### config.mk
export PLATFORM = sky130hd
export DESIGN_NAME = encoder_runaway_detector
export DESIGN_NICKNAME = d
export VERILOG_FILES = /design/src/rtl/erd_pkg.sv /design/src/rtl/erd_ram.sv /design/src/rtl/erd_rate.sv /design/src/rtl/erd_accum.sv /design/src/rtl/encoder_runaway_detector.sv
export SDC_FILE = /design/constraint.sdc
export NUM_CORES = 2
export LEC_CHECK = 0
export BUFFER_PORTS_ARGS = -buffer_cell sky130_fd_sc_hd__buf_2
export CORE_MARGIN = 4
export CORE_UTILIZATION = 50
export CTS_BUF_LIST = sky130_fd_sc_hd__clkbuf_4 sky130_fd_sc_hd__clkbuf_8 sky130_fd_sc_hd__clkbuf_16
export DETAILED_ROUTE_END_ITERATION = 12
export PLACE_DENSITY = 0.74
export SKIP_LAST_GASP = 1
export SYNTH_ARGS = -nofsm -noshare
export SYNTH_HDL_FRONTEND = slang
export SYNTH_SLANG_ARGS = --single-unit
### constraint.sdc
create_clock -name clk -period 14.9 [get_ports clk]
set_input_delay 1.49 -clock clk [delete_from_list [all_inputs] [get_ports clk]]
set_output_delay 1.49 -clock clk [all_outputs]
set_load 0.05 [all_outputs]
### src/rtl/erd_pkg.sv
// Shared constants, register codes and stage structures for the encoder runaway detector.
// Used by erd_rate, erd_accum and the top module; depends on nothing else.
package erd_pkg;

    localparam int NUM_MOTORS = 2;
    localparam int MOTOR_W    = 1;
    localparam int ADDR_W     = (NUM_MOTORS > 1) ? $clog2(NUM_MOTORS) : 1;

    localparam int COUNT_W    = 32;
    localparam int TIME_W     = 32;
    localparam int TOTAL_W    = 32;
    localparam int CFG_W      = 16;
    localparam int CFG_IDX_W  = 2;
    localparam int PROD_W     = 48;

    localparam logic [PROD_W-1:0] MS_PER_SECOND = 48'd1000;
    localparam logic [CFG_W-1:0]  THRESHOLD_RESET = 16'd1900;
    localparam logic [CFG_W-1:0]  LIMIT_RESET     = 16'd156;

    localparam logic [CFG_IDX_W-1:0] REG_SPEED_THRESHOLD = 2'd0;
    localparam logic [CFG_IDX_W-1:0] REG_DISTANCE_LIMIT  = 2'd1;

    typedef struct packed {
        logic [COUNT_W-1:0] diff;
        logic [PROD_W-1:0]  lhs;
        logic [PROD_W-1:0]  rhs;
    } rate_t;

    typedef struct packed {
        logic [ADDR_W-1:0]  motor;
        logic               in_range;
        logic               primed;
        logic [COUNT_W-1:0] diff;
        logic [PROD_W-1:0]  lhs;
        logic [PROD_W-1:0]  rhs;
        logic [TOTAL_W-1:0] total;
    } s2_t;

    typedef struct packed {
        logic               overspeed;
        logic               fault;
        logic               write;
        logic [TOTAL_W-1:0] total;
    } acc_t;

endpackage

### src/rtl/erd_ram.sv
// Generic single-port-write, single-port-read RAM with a registered read.
// A read of the address being written in the same cycle returns the old data. No dependencies.
module erd_ram #(
    parameter int WIDTH = 32,
    parameter int DEPTH = 2
) (
    input  logic                                        clk,
    input  logic                                        we,
    input  logic [((DEPTH > 1) ? $clog2(DEPTH) : 1)-1:0] waddr,
    input  logic [WIDTH-1:0]                            wdata,
    input  logic                                        re,
    input  logic [((DEPTH > 1) ? $clog2(DEPTH) : 1)-1:0] raddr,
    output logic [WIDTH-1:0]                            rdata
);

    logic [WIDTH-1:0] mem [DEPTH];

    always_ff @(posedge clk)
    begin
        if (we)
        begin
            mem[waddr] <= wdata;
        end
        if (re)
        begin
            rdata <= mem[raddr];
        end
    end

endmodule

### src/rtl/erd_rate.sv
// First compute stage: absolute count difference, elapsed time and both sides of the rate test.
// Depends on erd_pkg.
module erd_rate (
    input  logic [erd_pkg::COUNT_W-1:0] count,
    input  logic [erd_pkg::TIME_W-1:0]  time_ms,
    input  logic [erd_pkg::COUNT_W-1:0] last_count,
    input  logic [erd_pkg::TIME_W-1:0]  last_time,
    input  logic [erd_pkg::CFG_W-1:0]   threshold,
    output erd_pkg::rate_t              rate
);

    logic [erd_pkg::COUNT_W-1:0] d_fwd;
    logic [erd_pkg::COUNT_W-1:0] d_rev;
    logic [erd_pkg::COUNT_W-1:0] diff;
    logic [erd_pkg::TIME_W-1:0]  dt;

    assign d_fwd = count - last_count;
    assign d_rev = last_count - count;
    assign diff  = d_fwd[erd_pkg::COUNT_W-1] ? d_rev : d_fwd;
    assign dt    = time_ms - last_time;

    always_comb
    begin
        rate.diff = diff;
        rate.lhs  = erd_pkg::PROD_W'(diff) * erd_pkg::MS_PER_SECOND;
        rate.rhs  = erd_pkg::PROD_W'(threshold) * erd_pkg::PROD_W'(dt);
    end

endmodule

### src/rtl/erd_accum.sv
// Second compute stage: overspeed decision, saturating accumulation and the runaway check.
// Depends on erd_pkg.
module erd_accum (
    input  erd_pkg::s2_t              stage,
    input  logic [erd_pkg::CFG_W-1:0] limit,
    output erd_pkg::acc_t             acc
);

    logic [erd_pkg::TOTAL_W:0]   sum;
    logic [erd_pkg::TOTAL_W-1:0] sat;
    logic                        over;
    logic                        fault;

    assign over  = stage.in_range && stage.primed && (stage.lhs > stage.rhs);
    assign sum   = {1'b0, stage.total} + {1'b0, stage.diff};
    assign sat   = sum[erd_pkg::TOTAL_W] ? '1 : sum[erd_pkg::TOTAL_W-1:0];
    assign fault = over && (sat > erd_pkg::TOTAL_W'(limit));

    always_comb
    begin
        acc.overspeed = over;
        acc.fault     = fault;
        acc.write     = stage.in_range;
        acc.total     = (over && !fault) ? sat : '0;
    end

endmodule

### src/rtl/encoder_runaway_detector.sv
// Encoder runaway detector: one encoder sample per request in, one result per request out.
// An accepted sample's result is offered once it has passed the input, second-stage and
// output registers, and a new sample can be taken in every cycle unless m_axis_tready holds
// the output; the rate is set by the accumulator read-modify-write loop, which forwards the
// value being written so that back-to-back samples of one motor see each other. The last
// count and time of each motor live in one RAM that is read and written on the accept cycle;
// the overspeed accumulator lives in a second RAM, read on accept and written back from the
// second compute stage. Primed flags sit in flip-flops and are cleared by reset, so no clearing
// pass is needed after reset. Depends on erd_pkg, erd_ram, erd_rate and erd_accum.
module encoder_runaway_detector (
    input  logic                           clk,
    input  logic                           rst_n,
    input  logic                           s_axis_tvalid,
    output logic                           s_axis_tready,
    input  logic [63:0]                    s_axis_tdata,  // encoder_count[31:0], time_ms[63:32]
    input  logic [erd_pkg::MOTOR_W-1:0]    s_axis_tuser,  // motor
    output logic                           m_axis_tvalid,
    input  logic                           m_axis_tready,
    output logic [39:0]                    m_axis_tdata,  // overspeed, runaway flag,
                                                          // accumulated_distance[33:2], zeros
    input  logic                           cfg_valid,
    output logic                           cfg_ready,
    input  logic [erd_pkg::CFG_IDX_W-1:0]  cfg_index,
    input  logic [erd_pkg::CFG_W-1:0]      cfg_data
);

    localparam int AW = erd_pkg::ADDR_W;
    localparam int CTW = erd_pkg::COUNT_W + erd_pkg::TIME_W;

    logic [erd_pkg::CFG_W-1:0]   thr_reg;
    logic [erd_pkg::CFG_W-1:0]   lim_reg;
    logic [erd_pkg::NUM_MOTORS-1:0] primed_reg;

    logic                        v1_reg;
    logic [AW-1:0]               s1_motor_reg;
    logic                        s1_in_range_reg;
    logic                        s1_primed_reg;
    logic [erd_pkg::COUNT_W-1:0] s1_count_reg;
    logic [erd_pkg::TIME_W-1:0]  s1_time_reg;
    logic                        fix_valid_reg;
    logic [erd_pkg::TOTAL_W-1:0] fix_data_reg;

    logic                        v2_reg;
    erd_pkg::s2_t                s2_reg;
    erd_pkg::s2_t                s2_next;

    logic                        ov_reg;
    logic                        out_over_reg;
    logic                        out_fault_reg;
    logic [erd_pkg::TOTAL_W-1:0] out_acc_reg;

    logic                        adv_o;
    logic                        adv2;
    logic                        adv1;
    logic                        in_accept;
    logic [AW-1:0]               in_addr;
    logic                        in_range;
    logic [erd_pkg::COUNT_W-1:0] in_count;
    logic [erd_pkg::TIME_W-1:0]  in_time;

    logic [CTW-1:0]              ct_rdata;
    logic [erd_pkg::TOTAL_W-1:0] tot_rdata;
    logic                        we_tot;

    erd_pkg::rate_t              rate;
    erd_pkg::acc_t               acc;

    logic                        fix_valid_next;
    logic [erd_pkg::TOTAL_W-1:0] total_next;

    assign adv_o         = !ov_reg || m_axis_tready;
    assign adv2          = !v2_reg || adv_o;
    assign adv1          = !v1_reg || adv2;
    assign s_axis_tready = adv1;
    assign in_accept     = s_axis_tvalid && adv1;
    assign cfg_ready     = 1'b1;

    assign in_addr  = AW'(s_axis_tuser);
    assign in_range = 32'(s_axis_tuser) < 32'(erd_pkg::NUM_MOTORS);
    assign in_count = s_axis_tdata[31:0];
    assign in_time  = s_axis_tdata[63:32];

    assign we_tot = v2_reg && adv_o && acc.write;

    erd_ram #(
        .WIDTH (CTW),
        .DEPTH (erd_pkg::NUM_MOTORS)
    ) u_ct_ram (
        .clk   (clk),
        .we    (in_accept && in_range),
        .waddr (in_addr),
        .wdata ({in_time, in_count}),
        .re    (adv1),
        .raddr (in_addr),
        .rdata (ct_rdata)
    );

    erd_ram #(
        .WIDTH (erd_pkg::TOTAL_W),
        .DEPTH (erd_pkg::NUM_MOTORS)
    ) u_tot_ram (
        .clk   (clk),
        .we    (we_tot),
        .waddr (s2_reg.motor),
        .wdata (acc.total),
        .re    (adv1),
        .raddr (in_addr),
        .rdata (tot_rdata)
    );

    erd_rate u_rate (
        .count      (s1_count_reg),
        .time_ms    (s1_time_reg),
        .last_count (ct_rdata[erd_pkg::COUNT_W-1:0]),
        .last_time  (ct_rdata[CTW-1:erd_pkg::COUNT_W]),
        .threshold  (thr_reg),
        .rate       (rate)
    );

    erd_accum u_accum (
        .stage (s2_reg),
        .limit (lim_reg),
        .acc   (acc)
    );

    // The accumulator read on accept misses a write-back made in the same cycle.
    assign fix_valid_next = we_tot && (s2_reg.motor == in_addr);

    always_comb
    begin
        if (we_tot && (s2_reg.motor == s1_motor_reg))
        begin
            total_next = acc.total;
        end
        else if (fix_valid_reg)
        begin
            total_next = fix_data_reg;
        end
        else
        begin
            total_next = tot_rdata;
        end
    end

    always_comb
    begin
        s2_next.motor    = s1_motor_reg;
        s2_next.in_range = s1_in_range_reg;
        s2_next.primed   = s1_primed_reg;
        s2_next.diff     = rate.diff;
        s2_next.lhs      = rate.lhs;
        s2_next.rhs      = rate.rhs;
        s2_next.total    = total_next;
    end

    always_ff @(posedge clk or negedge rst_n)
    begin
        if (!rst_n)
        begin
            thr_reg <= erd_pkg::THRESHOLD_RESET;
            lim_reg <= erd_pkg::LIMIT_RESET;
        end
        else if (cfg_valid && cfg_ready)
        begin
            case (cfg_index)
                erd_pkg::REG_SPEED_THRESHOLD: thr_reg <= cfg_data;
                erd_pkg::REG_DISTANCE_LIMIT:  lim_reg <= cfg_data;
                default:                      ;
            endcase
        end
    end

    always_ff @(posedge clk or negedge rst_n)
    begin
        if (!rst_n)
        begin
            primed_reg    <= '0;
            v1_reg        <= 1'b0;
            v2_reg        <= 1'b0;
            ov_reg        <= 1'b0;
            fix_valid_reg <= 1'b0;
        end
        else
        begin
            if (in_accept && in_range)
            begin
                primed_reg[in_addr] <= 1'b1;
            end
            if (adv1)
            begin
                v1_reg        <= s_axis_tvalid;
                fix_valid_reg <= fix_valid_next;
            end
            if (adv2)
            begin
                v2_reg <= v1_reg;
            end
            if (adv_o)
            begin
                ov_reg <= v2_reg;
            end
        end
    end

    always_ff @(posedge clk)
    begin
        if (adv1)
        begin
            s1_motor_reg    <= in_addr;
            s1_in_range_reg <= in_range;
            s1_primed_reg   <= in_range && primed_reg[in_addr];
            s1_count_reg    <= in_count;
            s1_time_reg     <= in_time;
            fix_data_reg    <= acc.total;
        end
        if (adv2)
        begin
            s2_reg <= s2_next;
        end
        if (adv_o)
        begin
            out_over_reg  <= acc.overspeed;
            out_fault_reg <= acc.fault;
            out_acc_reg   <= acc.total;
        end
    end

    assign m_axis_tvalid = ov_reg;
    assign m_axis_tdata  = {6'b0, out_acc_reg, out_fault_reg, out_over_reg};

endmodule
---- Yosys cells after proc, flatten, opt, wreduce, memory -nomap -nowiden ----
Memory sizes are Yosys's and may differ from the RTL's. A register that Yosys moved wholly into a read port is not among the register bits.
Index checks and enable logic that the tools add are counted.
word-level totals
  memories kept ........................... 2
  memory bits (writable) .................. 192
  register bits after elaboration ......... 323
  word-level logic and storage cells ...... 68
  output and inout port bits .............. 43
operators by class
  multiplexer cells ....................... 13
  bitwise logic cells ..................... 1
  order comparisons ....................... 4
  reduce and logical (&&, ||, !) cells .... 18
  multipliers ............................. 2
  add/subtract/negate cells ............... 4
  equal/unequal tests ..................... 3
memories
  name           depth  width  rd ports  clocked after Yosys merged registers in  wr ports  line           RTL
  u_ct_ram.mem   2      64     1         1                                        1         erd_ram.sv:16  logic [WIDTH-1:0] mem [DEPTH];
  u_tot_ram.mem  2      32     1         1                                        1         erd_ram.sv:16
operators by type and width
  kind                                                                           number
  32-bit two-way mux                                                             5
  32-bit subtractor                                                              3
  42-bit by 48-bit greater-than comparator with 1-bit output                     1
  16-bit by 32-bit multiplier with 48-bit output                                 1
  32-bit by 7-bit multiplier with 39-bit output (second input constant)          1
  32-bit by 32-bit adder with 33-bit output                                      1
  32-bit by 16-bit greater-than comparator with 1-bit output                     1
  1-bit logical AND                                                              8
  1-bit two-way mux                                                              7
  1-bit logical NOT                                                              4
  2-bit AND reduction                                                            2
  1-bit logical OR                                                               3
  1-bit == test                                                                  2
  2-bit by 1-bit == test with 1-bit output (second input constant)               1
  2-bit logical NOT                                                              1
  1-bit by 2-bit less-than comparator with 1-bit output (second input constant)  1
  2-bit OR                                                                       1
  1-bit demux with 1-bit select                                                  1
  1-bit greater-or-equal comparator (second input constant)                      1

---- Logic depth before layout (Yosys ltp) ----
  word-level depth ........................ 8
  depth in mapped cells ................... 39
  gate-level depth less buffers ........... 39

---- Hierarchy ----
A second synthesis with hierarchy kept.
unflattened totals
  cell total of the unflattened synthesis .. 4988
  area total of the unflattened synthesis .. 54901.4 µm²
modules (own cells, without submodules)
  module                    times used  cells each  seq. area each (µm²)  area an instance (µm²)
  erd_rate                  1           3523        0.0                   29122.9
  encoder_runaway_detector  1           469         9793.1                11198.2
  erd_ram (u_ct_ram)        1           265         5765.5                6855.3
  erd_accum                 1           597         0.0                   4285.4
  erd_ram (u_tot_ram)       1           134         2882.8                3439.5

---- Worst setup path after synthesis ----
OpenSTA, ideal clock, no wires.
  path kind ............................... input to register
  start ................................... input port m_axis_tready
  end ..................................... register primed_reg[1] (netlist bit)
  stages on the path ...................... 4
  setup time .............................. 133 ps
  data required time ...................... 14767 ps
  arrival ................................. 9888 ps
  slack ................................... 4878 ps
  cell sequence ........................... nor2b_1 > nand3_1 > and3_1 > or2_2
between the ends
  longest elaborated chain between the ends .. 4
ends and longest elaborated chain
  element                         line                             RTL
  start: declaration              encoder_runaway_detector.sv:18   input logic m_axis_tready,
  1-bit logical OR                encoder_runaway_detector.sv:71   assign adv_o = !ov_reg || m_axis_tready;
  1-bit logical OR                encoder_runaway_detector.sv:72   assign adv2 = !v2_reg || adv_o;
  1-bit logical OR                encoder_runaway_detector.sv:73   assign adv1 = !v1_reg || adv2;
  via s_axis_tready               encoder_runaway_detector.sv:14   output logic s_axis_tready,
  1-bit logical AND               encoder_runaway_detector.sv:75   assign in_accept = s_axis_tvalid && adv1;
  end signal: assignment          encoder_runaway_detector.sv:177  primed_reg <= '0;
  end signal: indexed assignment  encoder_runaway_detector.sv:187  primed_reg[in_addr] <= 1'b1;
  end: declaration                encoder_runaway_detector.sv:32   logic [erd_pkg::NUM_MOTORS-1:0] primed_reg;
The timed path passes the listed nets, and every way through them passes these cells.
A chain may end at the register's enable or synchronous reset.

==> key figures <==
Layout
  – Fraction of layout cells with a size suffix above 1: 0.107
  – Final Cell Area: 0.0542 sq mm
  – Final core utilization: 0.551
  – Max reg flops: about 150
  – Non-Filler Instances: 5931
  – Area Growth Syn to Fin: 9.47%
  – Post-layout nets: around 5.6k
  – Fillers: between 8k and 9k

Hold path
  – Hold Path Cell Cnt: 0
  – Worst min path class: flip-flop to flip-flop

Timing
  – Slew margin rel.: 0.190
  – Fmax: roughly 100 MHz
  – Endpoints failing setup: 0
  – Period utilization: 0.663
  – Hold Fails Final Rpt: 0
  – Clk_skew: ~24 ps
  – Worst-Margin Slew: ~1200 ps
  – RSZ-0062 raised after global routing: false
  – Tmin final: around 9900 ps
  – Pins Over Slew Limit: 0
  – Setup TNS: 0 ps

Yosys
  – Adder-cell area share of the yosys netlist: 0.316
  – Post-synthesis register bit count: 609
  – Largest area contributor in the netlist: edfxtp_1
  – Ys async rst share: 0.0624
  – Simple-Gate Fraction of Synth Area: 0.0998
  – Post-synthesis mux area share: 0.0390
  – Mapped Cells: approximately 4.4k
  – Mapped cell area: ~0.050 sq mm
  – Largest family of logic cells by synthesized area: adder cells
  – Number of distinct library cells after synthesis: ~90
  – Synth top area cells: edfxtp_1, fa_1, ha_1
  – Ys flop type: edfxtp_1
  – Avg Inst Size Synth: about 11 sq um
  – Area share of the largest cell type after synthesis: 0.346
  – Ys Warns: 0
  – Seq/Total Area, Yosys: 0.366
  – Synth Area in Compound Gates: 0.0835
  – Number of synthesized flops with an enable pin: roughly 570
  – Post-synthesis xor/xnor area fraction: 0.0276

Clock tree
  – CTS tree: done
  – CTS Buf Count: between 60 and 70
  – # clock sinks: 609
  – Clock slew at reported path FFs: about 60 ps
  – Hold_buf cts: 0
  – Latest clock arrival within the worst-skew pair: roughly 600 ps
  – Post-CTS Repair Setup Buffers: 0
  – Htree depth: 3
  – Cts repair resizes: 0
  – Clock Path Buffers: 3
  – Root buffer cell: clkbuf_16

Place
  – Placed cell areas: between 0.05 and 0.06 sq mm
  – Inst Count DP: roughly 5.8k
  – Post-DP HPWL: 82400 um
  – I/O Buffers: between 100 and 150
  – GP Congestion: 0.925

Floorplanning
  – Io pins: approximately 130
  – Initial Util: 0.503
  – Die area: 0.104 sq mm
  – Chip Height: around 320 um
  – Core footprint: just under 0.1 sq mm
  – Die span in x: approximately 320 um
  – Cell Rows: between 100 and 150

Global routing
  – Antenna violations before repair: 6
  – Overflow after GRT: 0
  – Largest net degree at the start of global routing: around 80
  – Vias in the first global route: 33.9k
  – Gr usage total: 0.215
  – First-pass GRT wire length: around 180000 um

Critical path
  – Most frequent CP cell: fa_1
  – Worst path slowest cell: xnor2_2
  – Arrival @ worst endpoint: about 10000 ps
  – Crit start category: flip-flop
  – CP required: ~15000 ps
  – CP Max Fanout: 16
  – Worst r2r path cells: 32
  – Biggest cell delay along the critical path: around 700 ps
  – Crit Path Category: flip-flop to flip-flop
  – CP Capture Type: flip-flop

Drt
  – Antenna viol nets, final: 0
  – Routed WL: approximately 110000 um
  – DR vias: 32.1k
  – DR vias/cell: between 5 and 6
  – Pre-antenna DRT Iters: 6
  – Routed length per instance: between 15 and 20 um
  – Drt initial violations: roughly 2.2k
  – Residual DRC count: 0

Outcome
  – Outcome: completed

Run
  – Max_cap viols: 0
metrics by stage:
stage          hold WS [ps]  setup slack [ps]
6_report                425              5020
5_1_grt                 429              4430
4_1_cts                 424              5050
3_5_place_dp            410              5140
3_3_place_gp            406              5420
2_1_floorplan           400              4880
cells in the final DEF (no fill, tap or decap), types with 21 or more instances in the layout:
cell type and instances:
nor3_1 31, nand2b_1 44, edfxtp_1 571, ha_1 385, inv_1 741, nor2_1 149
and2_1 186, buf_4 65, nand2_1 408, a21o_1 101, dfrtp_1 26, o21bai_1 35
nor2b_1 49, o21ai_0 99, conb_1 71, mux2i_1 44, xor2_1 43, buf_2 122
nand3_1 45, nand4_1 21, mux2_2 131, xnor2_1 99, fa_1 541, a211oi_1 25
clkbuf_16 69, o21a_1 23, a21oi_1 201
logic make-up after synthesis:
family | count (synthesis)
AOI/OAI and AO/OA | 632
DFF | 609
and+or+nand+nor | 1019
buffers and inverters | 889
muxes | 176
xor gates and xnor gates | 156
other | 2
adders and majority gates | 926
critical path, delay by kind of cell, from the launching register on:
kind / cells / cell delay (ps)
buffers and inverters: 3 / 150
AND/OR/NAND/NOR: 4 / 800
flip-flops: 1 / 410
XOR/XNOR: 2 / 800
AO/OA/AOI/OAI: 15 / 3760
adder cells (fa/ha/maj): 8 / 3690
final cells by class:
class / instances / area [sq um] / area share
tap: 1287 / 1610 / 0.0297
timing repair buffer: 187 / 1100 / 0.0203
sequential: 609 / 18100 / 0.334
antenna: 6 / 15.0 / 0.000277
clock buffer: 82 / 1830 / 0.0337
multi-input combinational: 2980 / 28400 / 0.524
clock inverter: 37 / 343 / 0.00632
inverter: 743 / 2790 / 0.0514
synthesized netlist by cell type (8+ instances only):
cell      count
inv_1       742
edfxtp_1    571
fa_1        541
nand2_1     409
ha_1        385
a21oi_1     201
and2_1      186
nor2_1      152
mux2_2      131
clkbuf_1    122
xnor2_1     110
a21o_1      101
o21ai_0      99
nor2b_1      49
nand3_1      46
xor2_1       46
mux2i_1      44
nand2b_1     44
o21bai_1     35
nor3_1       31
dfrtp_1      27
a211oi_1     25
o21a_1       23
and3_1       21
nand4_1      21
o22ai_1      18
a31oi_1      15
or3_1        13
o211ai_1     12
buf_2        11
dfstp_2      11
a221oi_1     10
buf_4        10
nor3b_1      10
or2_2        10
a211o_1       9
o31ai_1       9
o21ai_1       8
final timing paths:
kind / slack, ps / from / endpoint
min: 420 / s1_primed_reg$_DFFE_PN_ / s2_reg[160]$_DFFE_PP_
min in group asynchronous: 1030 / rst_n / m_axis_tvalid$_DFFE_PN0N_
max reg2reg: 5020 / s1_time_reg[1]$_DFFE_PN_ / s2_reg[79]$_DFFE_PP_
max: 5020 / s1_time_reg[1]$_DFFE_PN_ / s2_reg[79]$_DFFE_PP_
min reg2reg: 420 / s1_primed_reg$_DFFE_PN_ / s2_reg[160]$_DFFE_PP_
max in group asynchronous: 13220 / rst_n / fix_valid_reg$_DFFE_PN0N_
metal layers:
metal / wire, um / share of wire / up-vias / global-route usage
li1: - / - / 14930 / -
met1: 46000 / 0.42 / 16054 / 0.281
met2: 53100 / 0.49 / 929 / 0.365
met3: 6360 / 0.058 / 231 / 0.0337
met4: 3830 / 0.035 / 0 / 0.0766
met5: 0 / 0 / - / 0
Power is not shown: default switching activity piles up to over one toggle a cycle in this logic, so the estimate is an artifact.
